==> config.mk <==
export PLATFORM = sky130hd
export DESIGN_NAME = binary_to_decimal_ascii_top
export DESIGN_NICKNAME = d
export VERILOG_FILES = /design/src/rtl/core/b2d_pkg.sv /design/src/rtl/core/b2d_cell.sv /design/src/rtl/core/b2d_chain.sv /design/src/rtl/core/binary_to_decimal_ascii_top.sv
export SDC_FILE = /design/constraint.sdc
export NUM_CORES = 1
export LEC_CHECK = 0
export BUFFER_PORTS_ARGS = -buffer_cell sky130_fd_sc_hd__buf_2
export CAP_MARGIN = 20
export CORE_ASPECT_RATIO = 1.2
export CORE_UTILIZATION = 45
export DETAILED_ROUTE_END_ITERATION = 6
export PLACE_DENSITY_LB_ADDON = 0.12
export SKIP_LAST_GASP = 1
export SLEW_MARGIN = 0
export SYNTH_ARGS = -nofsm -noshare
export SYNTH_HDL_FRONTEND = slang
export SYNTH_SLANG_ARGS = --single-unit
export TNS_END_PERCENT = 10
==> constraint.sdc <==
create_clock -name aclk -period 4.8 [get_ports aclk]
set_input_delay 0.48 -clock aclk [delete_from_list [all_inputs] [get_ports aclk]]
set_output_delay 0.48 -clock aclk [all_outputs]
set_load 0.005 [all_outputs]
==> src/rtl/core/b2d_pkg.sv <==
// Shared constants and types for the binary-to-decimal ASCII converter.
// No dependencies; imported by every module of the block.
package b2d_pkg;

    localparam int VALUE_BITS = 64;
    localparam int MAX_DIGITS = 20;

    localparam int DIG_IDX_W = $clog2(MAX_DIGITS);
    localparam int ND_W      = $clog2(MAX_DIGITS + 1);
    localparam int STEP_W    = $clog2(VALUE_BITS);

    localparam int CHAR_W    = 8;
    localparam int COUNT_W   = 5;
    localparam int LEN_W     = 8;

    localparam int S_TDATA_W = 80;
    localparam int M_TDATA_W = 16;

    localparam logic [CHAR_W-1:0] CHAR_ZERO  = 8'h30;
    localparam logic [CHAR_W-1:0] CHAR_MINUS = 8'h2D;
    localparam logic [CHAR_W-1:0] CHAR_NUL   = 8'h00;

    typedef logic [3:0] digit_t;

    // Control broadcast to every digit cell.
    typedef struct packed {
        logic clear;
        logic shift;
    } chain_ctrl_t;

endpackage

==> src/rtl/core/b2d_cell.sv <==
// One BCD digit cell of the double-dabble chain.
// Depends on b2d_pkg.
module b2d_cell (
    input  logic                aclk,
    input  b2d_pkg::chain_ctrl_t ctrl,
    input  logic                bit_in,
    output logic                bit_out,
    output b2d_pkg::digit_t     digit
);
    import b2d_pkg::*;

    digit_t digit_reg;
    digit_t corrected;
    digit_t digit_next;

    // Add 3 to digits of 5 and above so the shift carries into the next decade.
    always_comb begin
        corrected  = (digit_reg >= 4'd5) ? digit_reg + 4'd3 : digit_reg;
        digit_next = {corrected[2:0], bit_in};
        bit_out    = corrected[3];
    end

    always_ff @(posedge aclk) begin
        if (ctrl.clear) begin
            digit_reg <= '0;
        end else if (ctrl.shift) begin
            digit_reg <= digit_next;
        end
    end

    assign digit = digit_reg;

endmodule

==> src/rtl/core/b2d_chain.sv <==
// Row of BCD digit cells, least significant decade at index 0.
// Depends on b2d_pkg and b2d_cell.
module b2d_chain (
    input  logic                aclk,
    input  b2d_pkg::chain_ctrl_t ctrl,
    input  logic                bit_in,
    output b2d_pkg::digit_t     digits [b2d_pkg::MAX_DIGITS]
);
    import b2d_pkg::*;

    logic carry [MAX_DIGITS];

    assign carry[0] = bit_in;

    for (genvar i = 0; i < MAX_DIGITS; i++) begin : g_cell
        if (i < MAX_DIGITS - 1) begin : g_mid
            b2d_cell u_cell (
                .aclk   (aclk),
                .ctrl   (ctrl),
                .bit_in (carry[i]),
                .bit_out(carry[i+1]),
                .digit  (digits[i])
            );
        end else begin : g_top
            // The top decade never overflows for VALUE_BITS-wide operands.
            b2d_cell u_cell (
                .aclk   (aclk),
                .ctrl   (ctrl),
                .bit_in (carry[i]),
                .bit_out(),
                .digit  (digits[i])
            );
        end
    end

endmodule

==> src/rtl/core/binary_to_decimal_ascii_top.sv <==
// Top level of the binary-to-decimal ASCII converter: handshake, control, output register.
// Depends on b2d_pkg and b2d_chain (which uses b2d_cell).
//
// Usage: each input word carries a 64-bit operand, a signed flag, a buffer
// length and a terminator flag. The block converts the magnitude with a row
// of 20 BCD cells (double dabble), shifting one operand bit in per cycle,
// then streams the text out one character per word, most significant first:
// an optional '-', the digits ("0" for zero) and an optional NUL. The final
// word has m_tlast set and carries the sign-plus-digit count. If the text,
// NUL included, exceeds the buffer length, a single word with m_tuser
// (overflow) set, character 0 and count 0 is sent instead. An item occupies
// the block for the shift phase, a settle step for the digit count and
// overflow check, and the output words (1 to 21), sent one per cycle while
// m_tready is high; a new input is taken only once the item is done.
// The shift chain takes in one operand bit per cycle.
// The last word sits in the output register while the next input is taken.
module binary_to_decimal_ascii_top (
    input  logic                           aclk,
    input  logic                           aresetn,

    input  logic                           s_tvalid,
    output logic                           s_tready,
    // [63:0] value, [71:64] max_len, [72] append_terminator, [79:73] zero
    input  logic [b2d_pkg::S_TDATA_W-1:0]  s_tdata,
    // [0] signed_mode
    input  logic                           s_tuser,

    output logic                           m_tvalid,
    input  logic                           m_tready,
    // [7:0] char_code, [12:8] char_count, [15:13] zero
    output logic [b2d_pkg::M_TDATA_W-1:0]  m_tdata,
    output logic                           m_tlast,
    // [0] overflow
    output logic                           m_tuser
);
    import b2d_pkg::*;

    typedef enum logic [3:0] {
        ST_IDLE  = 4'b0001,
        ST_CONV  = 4'b0010,
        ST_CHECK = 4'b0100,
        ST_EMIT  = 4'b1000
    } state_t;

    state_t state_reg, state_next;

    // Operand and request fields; all but the shifting magnitude and step are held for the whole item.
    logic [VALUE_BITS-1:0] mag_reg, mag_next;
    logic                  neg_reg, neg_next;
    logic                  term_reg, term_next;
    logic [LEN_W-1:0]      len_reg, len_next;
    logic [STEP_W-1:0]     step_reg, step_next;

    // Digit count, tracked while the chain fills.
    logic [ND_W-1:0]       nd_reg, nd_next;

    // Emission sequencer.
    logic                  ovf_reg, ovf_next;
    logic [COUNT_W-1:0]    chars_reg, chars_next;
    logic                  sign_pend_reg, sign_pend_next;
    logic                  dig_pend_reg, dig_pend_next;
    logic [DIG_IDX_W-1:0]  idx_reg, idx_next;

    // Output register.
    logic                  m_valid_reg, m_valid_next;
    logic [CHAR_W-1:0]     m_char_reg, m_char_next;
    logic                  m_last_reg, m_last_next;
    logic                  m_ovf_reg, m_ovf_next;
    logic [COUNT_W-1:0]    m_cnt_reg, m_cnt_next;

    chain_ctrl_t           chain_ctrl;
    digit_t                digits [MAX_DIGITS];

    logic                  in_fire;
    logic [VALUE_BITS-1:0] in_value;
    logic                  in_neg;
    logic                  next_nonzero;
    logic [COUNT_W-1:0]    chars_calc;
    logic [LEN_W:0]        total_calc;
    logic                  ovf_calc;
    logic                  out_load;

    assign s_tready = (state_reg == ST_IDLE);
    assign in_fire  = s_tvalid && s_tready;
    assign in_value = s_tdata[VALUE_BITS-1:0];
    assign in_neg   = s_tuser && in_value[VALUE_BITS-1];

    assign chain_ctrl.clear = in_fire;
    assign chain_ctrl.shift = (state_reg == ST_CONV);

    b2d_chain u_chain (
        .aclk  (aclk),
        .ctrl  (chain_ctrl),
        .bit_in(mag_reg[VALUE_BITS-1]),
        .digits(digits)
    );

    // The decimal length grows by at most one digit per doubling, so only
    // the decade just above the current top needs watching.
    always_comb begin
        next_nonzero = 1'b0;
        if (nd_reg < ND_W'(MAX_DIGITS)) begin
            next_nonzero = (digits[nd_reg[DIG_IDX_W-1:0]] != '0);
        end
    end

    always_comb begin
        chars_calc = COUNT_W'(nd_next) + COUNT_W'(neg_reg);
        total_calc = (LEN_W+1)'(chars_calc) + (LEN_W+1)'(term_reg);
        ovf_calc   = (total_calc > {1'b0, len_reg});
    end

    assign out_load = !m_valid_reg || m_tready;

    always_comb begin
        state_next     = state_reg;
        mag_next       = mag_reg;
        neg_next       = neg_reg;
        term_next      = term_reg;
        len_next       = len_reg;
        step_next      = step_reg;
        nd_next        = nd_reg;
        ovf_next       = ovf_reg;
        chars_next     = chars_reg;
        sign_pend_next = sign_pend_reg;
        dig_pend_next  = dig_pend_reg;
        idx_next       = idx_reg;

        m_valid_next   = m_valid_reg && !m_tready;
        m_char_next    = m_char_reg;
        m_last_next    = m_last_reg;
        m_ovf_next     = m_ovf_reg;
        m_cnt_next     = m_cnt_reg;

        unique case (state_reg)
            ST_IDLE: begin
                if (in_fire) begin
                    mag_next   = in_neg ? (~in_value + 1'b1) : in_value;
                    neg_next   = in_neg;
                    term_next  = s_tdata[VALUE_BITS+LEN_W];
                    len_next   = s_tdata[VALUE_BITS +: LEN_W];
                    step_next  = '0;
                    nd_next    = ND_W'(1);
                    state_next = ST_CONV;
                end
            end

            ST_CONV: begin
                // Shift the magnitude in, most significant bit first.
                mag_next  = {mag_reg[VALUE_BITS-2:0], 1'b0};
                nd_next   = nd_reg + ND_W'(next_nonzero);
                step_next = step_reg + 1'b1;
                if (step_reg == STEP_W'(VALUE_BITS - 1)) begin
                    state_next = ST_CHECK;
                end
            end

            ST_CHECK: begin
                // Final digit count settles here; decide fit against the buffer.
                nd_next        = nd_reg + ND_W'(next_nonzero);
                ovf_next       = ovf_calc;
                chars_next     = chars_calc;
                sign_pend_next = neg_reg && !ovf_calc;
                dig_pend_next  = !ovf_calc;
                idx_next       = DIG_IDX_W'(nd_next - 1'b1);
                state_next     = ST_EMIT;
            end

            ST_EMIT: begin
                if (out_load) begin
                    m_valid_next = 1'b1;
                    priority if (ovf_reg) begin
                        m_char_next = CHAR_NUL;
                        m_last_next = 1'b1;
                        m_ovf_next  = 1'b1;
                        m_cnt_next  = '0;
                        state_next  = ST_IDLE;
                    end else if (sign_pend_reg) begin
                        m_char_next    = CHAR_MINUS;
                        m_last_next    = 1'b0;
                        m_ovf_next     = 1'b0;
                        m_cnt_next     = '0;
                        sign_pend_next = 1'b0;
                    end else if (dig_pend_reg) begin
                        m_char_next = CHAR_ZERO + {4'b0000, digits[idx_reg]};
                        m_ovf_next  = 1'b0;
                        if (idx_reg == '0) begin
                            dig_pend_next = 1'b0;
                            m_last_next   = !term_reg;
                            m_cnt_next    = term_reg ? '0 : chars_reg;
                            if (!term_reg) begin
                                state_next = ST_IDLE;
                            end
                        end else begin
                            idx_next    = idx_reg - 1'b1;
                            m_last_next = 1'b0;
                            m_cnt_next  = '0;
                        end
                    end else begin
                        m_char_next = CHAR_NUL;
                        m_last_next = 1'b1;
                        m_ovf_next  = 1'b0;
                        m_cnt_next  = chars_reg;
                        state_next  = ST_IDLE;
                    end
                end
            end

            default: begin
                state_next = ST_IDLE;
            end
        endcase
    end

    always_ff @(posedge aclk) begin
        if (!aresetn) begin
            state_reg   <= ST_IDLE;
            m_valid_reg <= 1'b0;
        end else begin
            state_reg   <= state_next;
            m_valid_reg <= m_valid_next;
        end
    end

    always_ff @(posedge aclk) begin
        mag_reg       <= mag_next;
        neg_reg       <= neg_next;
        term_reg      <= term_next;
        len_reg       <= len_next;
        step_reg      <= step_next;
        nd_reg        <= nd_next;
        ovf_reg       <= ovf_next;
        chars_reg     <= chars_next;
        sign_pend_reg <= sign_pend_next;
        dig_pend_reg  <= dig_pend_next;
        idx_reg       <= idx_next;
        m_char_reg    <= m_char_next;
        m_last_reg    <= m_last_next;
        m_ovf_reg     <= m_ovf_next;
        m_cnt_reg     <= m_cnt_next;
    end

    assign m_tvalid = m_valid_reg;
    assign m_tdata  = {(M_TDATA_W - CHAR_W - COUNT_W)'(0), m_cnt_reg, m_char_reg};
    assign m_tlast  = m_last_reg;
    assign m_tuser  = m_ovf_reg;

endmodule

After elaboration in Yosys (flattened, before gate mapping)
Index checks and enable logic that the tools add are counted.
{ "totals": {"reg_bits": 197, "elab_cells": 201, "out_inout_bits": 20} }
{ "op_classes": {"eq_ne": 15, "muxes": 69, "n_reduce_logical": 23, "bitwise": 4, "order_cmp": 24, "addsub": 28} }
{ "op_table": {"columns": ["cell", "n"], "rows": [
  ["$mux 64", 2],
  ["$pmux 64 s2", 1],
  ["$mux 4", 31],
  ["$ge 4x3->1 const B", 20],
  ["$add 4x2->4 const B", 19],
  ["$add 64x1->64 const B", 1],
  ["$not 64->64", 1],
  ["$mux 5", 9],
  ["$bmux 4 s5", 2],
  ["$pmux 5 s2", 2],
  ["$mux 6", 3],
  ["$pmux 4 s4", 1],
  ["$mux 1", 14],
  ["$ge 6x6->1 const B", 2],
  ["$not 5->6", 2],
  ["$pmux 6 s2", 1],
  ["$reduce_and 6->1", 2],
  ["$add 5x1->5", 2],
  ["$ne 2x2->1 const B", 5],
  ["$sub 5x1->5 const B", 2],
  ["$gt 6x8->1", 1],
  ["$ne 4x4->1 const B", 2],
  ["$add 6x4->7 const A", 1],
  ["$add 5x1->6", 1],
  ["24 further kinds", 36]
]} }

Logic depth before layout (Yosys ltp)
Gate-level depths: netlist of run 1.
{ "depth": {"word_depth": 14, "depth_mapped": 18, "depth_no_buf": 18} }

Modules after synthesis
A second synthesis of run 1 with hierarchy kept.
{ "unflattened": {"hier_cells": 1367, "area_unflattened_um2": 12772.2} }
{ "modules_own_cells": {"columns": ["module", "area_each_um2", "cells_each", "n_inst", "seq_area_each_um2"], "rows": [
  ["binary_to_decimal_ascii_top", 7567.3, 747, 1, 3383.2],
  ["b2d_cell", 260.2, 31, 20, 80.1]
]} }

Worst setup path before layout of run 1
No wires, ideal clock.
{ "synth_timing": {"path_type": "reg2reg", "from": "reg nd_reg[3]", "to": "reg dig_pend_reg (data pin)", "n_path_buf": 1, "t_arrival_ns": 4.462, "stages_incl_launch_ff": 19, "required_ns": 4.521, "path_slack_ns": 0.060, "path_cell_list": "dfxtp_1 > clkbuf_1 > mux4_2 > mux4_2 > o21ai_0 > ha_1 > ha_1 > nand2b_1 > a2111oi_0 > a21o_1 > xor2_1 > nand3_1 > xnor2_1 > ha_1 > o21a_1 > o21a_1 > o21ai_0 > a2111oi_0 > a21oi_1"} }
{ "synth_between": {"elab_chain_cells": 13, "word_cells_on_any_way": 15, "classes_between": "add/sub (3); order compare (2); mux (7); bitwise (1); reduce/logical (2)"} }
{ "synth_rtl": {"columns": ["element", "line", "rtl"], "rows": [
  ["from (decl)", "binary_to_decimal_ascii_top.sv:55", "logic [ND_W-1:0] nd_reg, nd_next;"],
  ["from (signal assigned)", "binary_to_decimal_ascii_top.sv:231", "nd_reg <= nd_next;"],
  ["$not 5->6 (implied by the code)", "binary_to_decimal_ascii_top.sv:103", "next_nonzero = (digits[nd_reg[DIG_IDX_W-1:0]] != '0);"],
  ["$bmux 4 s5", "binary_to_decimal_ascii_top.sv:103", null],
  ["$mux 4 (implied by the code) (2 in series)", "binary_to_decimal_ascii_top.sv:103", null],
  ["$reduce_bool 4->1", "binary_to_decimal_ascii_top.sv:103", null],
  ["$mux 1 (*)", "binary_to_decimal_ascii_top.sv:102", "if (nd_reg < ND_W'(MAX_DIGITS)) begin"],
  ["$add 5x1->5 (*)", "binary_to_decimal_ascii_top.sv:151, binary_to_decimal_ascii_top.sv:160", null],
  ["$pmux 5 s2 (*)", "binary_to_decimal_ascii_top.sv:135", "unique case (state_reg)"],
  ["net nd_next[2]", "binary_to_decimal_ascii_top.sv:55", null],
  ["$add 5x1->5 (*)", "binary_to_decimal_ascii_top.sv:108", "chars_calc = COUNT_W'(nd_next) + COUNT_W'(neg_reg);"],
  ["net chars_calc[2]", "binary_to_decimal_ascii_top.sv:78", "logic [COUNT_W-1:0] chars_calc;"],
  ["$add 5x1->6 (*)", "binary_to_decimal_ascii_top.sv:109", "total_calc = (LEN_W+1)'(chars_calc) + (LEN_W+1)'(term_reg);"],
  ["$gt 6x8->1 (*)", "binary_to_decimal_ascii_top.sv:110", "ovf_calc = (total_calc > {1'b0, len_reg});"],
  ["net ovf_calc", "binary_to_decimal_ascii_top.sv:80", "logic ovf_calc;"],
  ["$logic_not 1->1 (*)", "binary_to_decimal_ascii_top.sv:164", "dig_pend_next = !ovf_calc;"],
  ["$pmux 1 s2 (*)", "binary_to_decimal_ascii_top.sv:135", null],
  ["net dig_pend_next", "binary_to_decimal_ascii_top.sv:61", "logic dig_pend_reg, dig_pend_next;"],
  ["to (signal assigned)", "binary_to_decimal_ascii_top.sv:235", "dig_pend_reg <= dig_pend_next;"],
  ["to (decl)", "binary_to_decimal_ascii_top.sv:61", null]
]} }
The timed path passes the listed nets; every way through them passes the cells marked *. The select of a mux whose other input is x is not followed.
A chain may end at the register's enable or synchronous reset.

Worst setup path after layout of run 1
Ends and elaborated chain as after synthesis.

==> results_dict.tcl, run 1 <==
set metrics [dict create \
    status "completed" \
    synthAdderAreaFrac 0.0589 \
    synth_enable_flop_cells 106 \
    dp.cells 1711 \
    dr.pass1.iters 5 \
    clkTransAtPathRegs_ns 0.07 \
    max_stage_delay_ns 0.52 \
    cpMostUsedCell "o21a_1" \
    via_count 9688 \
    cp-start-kind "flop" \
    wl_per_cell_um 16.4 \
    worst_path_max_delay_cell "mux4_2" \
    critical_path_arrival_ns 4.90 \
    rsz0062_at_grt "yes" \
    met3_usage 0.0327 \
    busiest_layer "met2" \
    dieArea_um2 26600 \
    hold_ws_ns 0.213 \
    worstHoldStart "s_tdata[72]" \
    synth_area_um2 11700 \
    cp_max_fo 5 \
    area_growth_syn_to_layout_pct 18.9 \
    crit_start "nd_reg[3]$_DFF_P_" \
    wl_um 28600 \
    synthFlopType "edfxtp_1" \
    hold_viol 0 \
    fp.dieH_um 178 \
    synthMuxAreaShare 0.0604 \
    reg2reg_from "nd_reg[3]$_DFF_P_" \
    coreArea_um2 25500 \
    drc 0 \
    rows 64 \
    path_cells "mux4_2 > mux4_2 > o21ai_2 > ha_2 > ha_4 > nand2b_4 > a2111oi_4 > a21o_1 > buf_6 > xor2_4 > buf_6 > xor2_2 > ha_1 > o21a_1 > o21a_1 > o21a_1 > o21ai_2 > a2111oi_2 > buf_4 > a21oi_2" \
    fmax_ghz 0.212 \
    viasPerCell 5.56 \
    synth.avg_cell_area_um2 9.39 \
    finalCritPeriodShare 0.982 \
    required_ns 4.98 \
    setup_violations 0 \
    synth_top_cells_by_count "a21oi_1 (128), nor2_1 (115), edfxtp_1 (106), o21ai_0 (98), dfxtp_1 (90)" \
    tightestPinTransition_ns 1.01 \
    yosysTopAreaCellShare 0.273 \
    finalClockSkew_ns 0.0101 \
    syn_inst 1244 \
    grt_max_degree 93 \
    synth_cell_type_count 67 \
    synthSimpleGateAreaFrac 0.178 \
    worst-setup-path-type "reg -> reg" \
    max-slew-margin-rel 0.329 \
    drt_iter0_markers 418 \
    cts_tree "built" \
    ant_nets 0 \
    num_io_pins 105 \
    grt_pass1_vias 9335 \
    p_per_area_nw_per_um2 285 \
    grt-ovfl-total 0 \
    cts_hold_buf 0 \
    start_util 0.459 \
    peakVddDrop_mv 0.235 \
    numCtsBuffers 17 \
    h-tree-depth 4 \
    io_buffer_count 92 \
    antenna_found_initial 0 \
    grt_use_total 0.221 \
    yosysWarnings 0 \
    max_cap_viol_count 0 \
    yosysSeqAreaShare 0.427 \
    clk_latency_ns 0.44 \
    final_layout_size_suffix_gt1_frac 0.229 \
    antenna_cells 0 \
    met2_usage 0.393 \
    largest_reg_flops 76 \
    slew_violations 0 \
    synth_largest_area_cell "edfxtp_1" \
    synthTopCellsByArea "edfxtp_1 (27%), dfxtp_1 (15%), ha_1 (5.9%), mux4_2 (5.8%), a21oi_1 (5.5%)" \
    dieWidth_um 149 \
    gp_congestion 0.889 \
    async_flop_share 0 \
    fillers 2370 \
    synth-xor-area-share 0.0727 \
    fin_nets 1539 \
    cts-root-buf "clkbuf_16" \
    synth.most_common_cell "a21oi_1" \
    min_path_type "in -> reg" \
    synth_compound_area_frac 0.161 \
    synth_top_family_by_area "simple AND/OR/NAND/NOR gates" \
    final_cells 1742 \
    min_period_ns 4.72 \
    end_kind "flop" \
    cts_max_path_buffers 2 \
    ys_ff_latch 196 \
    dp.final_hpwl_um 20400 \
    grt_use_met1 0.269 \
    grt_pass1_wl_um 46200 \
    cts_sinks 196 \
    p_leak_nw 5.13 \
]
worst max-delay path: cells and delay by family (launching register included):
family / cells / cell delay (ns)
AOI/OAI and AO/OA: 9 / 1.59
muxes: 2 / 1.03
adders and majority gates: 3 / 0.69
buffers and inverters: 3 / 0.46
DFF: 1 / 0.39
xor gates and xnor gates: 2 / 0.25
and+or+nand+nor: 1 / 0.06
cell type report:
| cell class | instances | area [um2] | area share |
|---|---|---|---|
| multi-input cells | 927 | 6370 | 0.459 |
| flip-flops and latches | 196 | 5030 | 0.362 |
| repair buffers | 198 | 1260 | 0.0910 |
| clock buffers | 19 | 433 | 0.0312 |
| well taps | 330 | 413 | 0.0297 |
| inverters | 59 | 221 | 0.0160 |
| clock inverters | 13 | 156 | 0.0113 |
power by group:
| group | internal (mW) | total [mW] | switching, mW |
|---|---|---|---|
| clock | 0.819 | 1.45 | 0.636 |
| combinational | 0.177 | 0.521 | 0.345 |
| sequential | 1.94 | 1.98 | 0.0448 |
placed cells by master, fill, tap and decap left out, drive strengths merged, types with 8 or more instances in the layout:
| master | netlist | routed |
|---|---|---|
| xor2 | 41 | 41 |
| ha | 55 | 55 |
| nand2b | 26 | 26 |
| o21ai | 132 | 132 |
| or4 | 11 | 11 |
| buf | 13 | 198 |
| nor3b | 13 | 13 |
| nor4 | 29 | 29 |
| nand2 | 73 | 73 |
| o32ai | 8 | 8 |
| nand3 | 84 | 84 |
| nor2 | 115 | 115 |
| o31ai | 18 | 18 |
| dfxtp | 90 | 90 |
| o211ai | 8 | 8 |
| edfxtp | 106 | 106 |
| inv | 58 | 60 |
| or3 | 8 | 8 |
| clkbuf | 53 | 19 |
| a21oi | 128 | 128 |
| mux4 | 30 | 30 |
| xnor2 | 56 | 56 |
| nor3 | 16 | 16 |
metal layers:
| layer | vias up | wire, um |
|---|---|---|
| met5 | - | 0 |
| met4 | 0 | 623 |
| met3 | 34 | 1010 |
| met2 | 189 | 14500 |
| met1 | 4617 | 12500 |
| li1 | 4848 | - |
repair_timing:
action / in CTS / in global routing
pin swaps: 1 / 14
resized for setup: 5 / 56
setup endpoints to repair: 2 / 3
setup buffers: 0 / 4
logic make-up (layout without fill, tap and decap cells):
family / count (synthesis) / in the layout
multiplexers: 33 / 33
other: 1 / 5
AO/OA/AOI/OAI: 331 / 331
AND/OR/NAND/NOR: 406 / 406
XOR/XNOR: 97 / 97
adder cells (fa/ha/maj): 55 / 55
flip-flops: 196 / 196
buffers and inverters: 125 / 289
metrics by stage:
stage	TNS (ns)	setup WS [ns]	utilization	power [mW]	instance area, um2
after CTS	0	0.0136	0.539	4.00	13700
final	0	0.0846	0.545	3.96	13900
after floorplan	0	0.0596	-	2.36	11700
after detailed placement	-0.200	-0.115	0.515	2.54	13100
after global routing	-0.251	-0.127	0.545	4.13	13900
after global placement	-0.270	-0.152	0.515	2.53	13100
worst paths after layout:
kind / endpoint / slack (ns) / cells after the start
max: dig_pend_reg$_DFFE_PP_ / 0.08 / 20
min: term_reg$_DFFE_PP_ / 0.21 / 1
max reg2reg: dig_pend_reg$_DFFE_PP_ / 0.08 / 20
min reg2reg: u_chain.g_cell[19].g_top.u_cell.digit[3]$_SDFFE_PP0P_ / 0.50 / 2
Power figures use the tool's default switching activity.
==> run 2, diff against run 1 <==
CELL_PAD_IN_SITES_DETAIL_PLACEMENT = 1   (was not set)
CELL_PAD_IN_SITES_GLOBAL_PLACEMENT = 2   (was not set)
CORE_UTILIZATION = 34   (was 45)
SKIP_CTS_REPAIR_TIMING = 1   (was not set)
TNS_END_PERCENT = not set   (was 10)
==> results_dict.tcl, run 2 (synthesized netlist as in run 1, its figures left out) <==
set metrics [dict create \
    finalClockSkew_ns 0.0109 \
    worst_hold_path.num_cells 1 \
    max_cap_viol_count 0 \
    coreArea_um2 33900 \
    clk_latency_ns 0.45 \
    cts_sinks 196 \
    fmax_ghz 0.219 \
    antenna_cells 0 \
    num_io_pins 105 \
    status "completed" \
    setup_violations 0 \
    grt_use_total 0.199 \
    p_per_area_nw_per_um2 278 \
    start_util 0.345 \
    rows 74 \
    grt_max_degree 94 \
    final_util 0.415 \
    area_growth_syn_to_layout_pct 20.5 \
    path_cells "nor4_1 > mux4_2 > or4b_2 > o21ai_2 > ha_2 > ha_4 > nand2b_4 > a2111oi_4 > a21o_1 > nand3_2 > xnor2_2 > buf_4 > nand3_1 > xor2_1 > ha_1 > o21a_1 > o21ai_1 > a2111oi_2 > buf_4 > a21oi_1" \
    power_mw 3.91 \
    cpMostUsedCell "buf_4" \
    largest_reg_flops 76 \
    min_path_type "in -> reg" \
    worst-setup-path-type "reg -> reg" \
    finalCritPeriodShare 0.950 \
    critical_path_arrival_ns 4.76 \
    tightestPinTransition_ns 1.06 \
    drc 0 \
    max-slew-margin-rel 0.294 \
    wl_um 33200 \
    fin_nets 1549 \
    cts-root-buf "clkbuf_16" \
    via_count 9828 \
    gp_congestion 0.811 \
    min_period_ns 4.56 \
    grt-ovfl-total 0 \
    tns_ns 0 \
    cts_tree "built" \
    grt_pass1_vias 10200 \
    required_ns 5.00 \
    numCtsBuffers 17 \
    cts_max_path_buffers 2 \
    dr.pass1.iters 5 \
    wl_per_cell_um 17.7 \
    grt_pass1_wl_um 53900 \
    rsz0062_at_grt "yes" \
    drt_iter0_markers 401 \
    viasPerCell 5.23 \
    worst_path_max_delay_cell "or4b_2" \
    dp.final_hpwl_um 24200 \
    clkTransAtPathRegs_ns 0.08 \
    ant_nets 0 \
    hold_viol 0 \
    h-tree-depth 4 \
    peakVddDrop_mv 0.189 \
    mostFrequentLayoutCell "a21oi_1" \
    io_buffer_count 92 \
    worstRegToRegCells 20 \
    end_kind "flop" \
    final_layout_size_suffix_gt1_frac 0.231 \
    cp-start-kind "flop" \
    place_ws_ns -0.160 \
    fp.dieH_um 205 \
    rrSetupSlack_ns 0.24 \
    slew_violations 0 \
    antenna_found_initial 0 \
    dieArea_um2 35100 \
    mostFrequentLayoutCells "a21oi_1 (128), nor2_1 (115), buf_4 (114)" \
    max_stage_delay_ns 0.63 \
    p_leak_nw 5.19 \
    cp_max_fo 4 \
    fin_ws_ns 0.239 \
    dieWidth_um 171 \
    hold_ws_ns 0.207 \
]
## run 2: cell count changes in the layout (fill, tap and decap cells not counted), moves of 3 or more
cell / previous run / this run
clkinv_1: 4 / 1
nor4_1: 22 / 27
clkbuf_8: 0 / 4
bufinv_16: 3 / 0
buf_4: 104 / 114
nor4_2: 5 / 0
## run 2: path summary, 6_finish.rpt
path                                                          from                                              endpoint
max          u_chain.g_cell[17].g_mid.u_cell.digit[3]$_SDFFE_PP0P_                                dig_pend_reg$_DFFE_PP_
min                                                    s_tdata[70]                                  len_reg[6]$_DFFE_PP_
max reg2reg  u_chain.g_cell[17].g_mid.u_cell.digit[3]$_SDFFE_PP0P_                                dig_pend_reg$_DFFE_PP_
min reg2reg                                  mag_reg[63]$_DFFE_PP_  u_chain.g_cell[0].g_mid.u_cell.digit[0]$_SDFFE_PP0P_
## run 2: layout make-up
| cell class | instances | area (um2) |
|---|---|---|
| sequential | 196 | 5020 |
| clock inverter | 10 | 71.3 |
| clock buffer | 22 | 484 |
| inverter | 59 | 221 |
| fill | 3997 | 19800 |
| timing repair buffer | 208 | 1370 |
| tap | 456 | 571 |
| multi-input combinational | 927 | 6330 |
## run 2: routing by layer
layer | global-route usage | vias up | part of all wire
met3 | 0.0317 | 30 | 0.025
met2 | 0.363 | 109 | 0.53
li1 | - | 4859 | -
met4 | 0.0558 | 0 | 0.015
met5 | 0 | - | 0
met1 | 0.238 | 4830 | 0.43
## run 2: worst max-delay path: cells and delay by family (launching register included)
| kind | cells | cell delay [ns] |
|---|---|---|
| AOI/OAI and AO/OA | 7 | 1.17 |
| DFF | 1 | 0.34 |
| and+or+nand+nor | 5 | 0.96 |
| adders and majority gates | 3 | 0.67 |
| muxes | 1 | 0.49 |
| buffers and inverters | 2 | 0.34 |
| xor gates and xnor gates | 2 | 0.32 |
## run 2: metrics by stage
stage	instances	cell area, um2
2_1_floorplan	1248	11700
3_3_place_gp	1843	13300
3_5_place_dp	1843	13300
4_1_cts	1875	13900
5_1_grt	1878	14100
6_report	1878	14100
## run 2: where the power goes
group	total [mW]	internal, mW	switching (mW)
clock	1.39	0.724	0.667
sequential	1.99	1.94	0.0443
combinational	0.536	0.180	0.357
total	3.91	2.85	1.07
==> run 3, diff against run 2 <==
BUFFER_PORTS_ARGS = -buffer_cell sky130_fd_sc_hd__clkbuf_2   (was -buffer_cell sky130_fd_sc_hd__buf_2)
==> results_dict.tcl, run 3 (synthesized netlist as in run 1, its figures left out) <==
set metrics [dict create \
    cts-root-buf "clkbuf_16" \
    hold_viol 0 \
    antenna_found_initial 0 \
    cts_max_path_buffers 2 \
    worst-setup-path-type "reg -> reg" \
    p_per_area_nw_per_um2 277 \
    start_util 0.345 \
    required_ns 5.00 \
    dr.pass1.iters 4 \
    final_layout_size_suffix_gt1_frac 0.239 \
    min_period_ns 4.56 \
    dp.final_hpwl_um 24300 \
    final_util 0.416 \
    end_kind "flop" \
    ant_nets 0 \
    viasPerCell 5.21 \
    path_buf_inv 2 \
    status "completed" \
    critical_path_arrival_ns 4.76 \
    tightestPinTransition_ns 1.02 \
    dp.cells 1844 \
    gp_congestion 0.816 \
    dieWidth_um 171 \
    cts_sinks 196 \
    io_buffer_count 92 \
    setup_violations 0 \
    clkTransAtPathRegs_ns 0.08 \
    mostFrequentLayoutCells "a21oi_1 (127), nor2_1 (115), buf_4 (110)" \
    slew_violations 0 \
    cp-start-kind "flop" \
    final_cells 1872 \
    finalCritPeriodShare 0.950 \
    antenna_cells 0 \
    rsz0062_at_grt "yes" \
    cp_max_fo 5 \
    fin_nets 1544 \
    fp.dieH_um 205 \
    fmax_ghz 0.219 \
    numCtsBuffers 17 \
    coreArea_um2 33900 \
    p_leak_nw 5.17 \
    max-slew-margin-rel 0.319 \
    path_cells "mux4_2 > mux4_2 > o21ai_2 > ha_2 > ha_4 > nand2b_4 > a2111oi_4 > a21o_1 > buf_4 > nand3_1 > xor2_2 > xor2_1 > ha_1 > o21a_1 > o21ai_2 > a2111oi_4 > buf_4 > a21oi_2" \
    drc 0 \
    via_count 9747 \
    grt_pass1_wl_um 54500 \
    h-tree-depth 4 \
    num_io_pins 105 \
    hold_ws_ns 0.199 \
    drt_iter0_markers 417 \
    max_cap_viol_count 0 \
    path_delay_family "compound AO/OA/AOI/OAI gates" \
    grt_pass1_vias 10300 \
    grt_max_degree 80 \
    cts_tree "built" \
    dieArea_um2 35100 \
    min_path_type "in -> reg" \
    grt-ovfl-total 0 \
    area_growth_syn_to_layout_pct 20.6 \
    largest_reg_flops 76 \
    grt_use_total 0.200 \
    finalClockSkew_ns 0.00994 \
    wl_um 33600 \
    clk_latency_ns 0.45 \
    rows 74 \
    mostFrequentLayoutCell "a21oi_1" \
    peakVddDrop_mv 0.296 \
    worst_path_max_delay_cell "mux4_2" \
    wl_per_cell_um 18.0 \
    max_stage_delay_ns 0.51 \
]
run 3: cell types whose count changed in the layout (fill, tap and decap cells not counted), moves of 4 or more:
cell      delta
dfxtp_1      -9
buf_2       -92
nor4_2       +6
nor4_1       -8
dfxtp_2      +8
clkbuf_8     -4
clkbuf_2    +92
buf_4        -4
run 3: final cells by class:
type                    count  area [um2]
multi-input cells         927        6410
inverters                  59         221
flip-flops and latches    196        5030
clock inverters            13         103
repair buffers            203        1310
well taps                 456         571
clock buffers              18         429
fillers                  3976       19800
run 3: stage by stage:
step / TNS, ns / instance area, um2 / power, mW / setup slack (ns)
2_1_floorplan: 0 / 11700 / 2.36 / 0.0596
3_3_place_gp: -0.296 / 13300 / 2.56 / -0.165
3_5_place_dp: -0.774 / 13300 / 2.57 / -0.334
4_1_cts: -0.825 / 13900 / 3.95 / -0.350
5_1_grt: -0.122 / 14100 / 4.08 / -0.0637
6_report: 0 / 14100 / 3.90 / 0.239
run 3: final timing paths:
path,start,end,slack (ns),cells past startpoint
setup / recovery,nd_reg[3]$_DFF_P_,dig_pend_reg$_DFFE_PP_,0.24,18
hold / removal,s_tdata[70],len_reg[6]$_DFFE_PP_,0.20,1
setup reg to reg,nd_reg[3]$_DFF_P_,dig_pend_reg$_DFFE_PP_,0.24,18
hold reg to reg,mag_reg[63]$_DFFE_PP_,u_chain.g_cell[0].g_mid.u_cell.digit[0]$_SDFFE_PP0P_,0.53,2
run 3: worst reg2reg max path: stages, from the launching register on:
cell and delay [ns]:
dfxtp_4 0.40, mux4_2 0.50, mux4_2 0.51, o21ai_2 0.17
ha_2 0.22, ha_4 0.16, nand2b_4 0.06, a2111oi_4 0.33
a21o_1 0.24, buf_4 0.16, nand3_1 0.11, xor2_2 0.20
xor2_1 0.20, ha_1 0.31, o21a_1 0.13, o21ai_2 0.08
a2111oi_4 0.31, buf_4 0.18, a21oi_2 0.04
run 3: per-layer routing:
metal  wire, um  GRT usage  vias to the layer above
met5          0          0                        -
met3        682     0.0274                       27
met4        564     0.0622                        0
met2      17500      0.366                      100
met1      14900      0.240                     4764
li1           -          -                     4856
run 3: report_power, final:
group          switching (mW)  internal (mW)
Clock                   0.706          0.670
Combinational           0.361          0.176
Sequential             0.0455           1.94
Total                    1.11           2.79
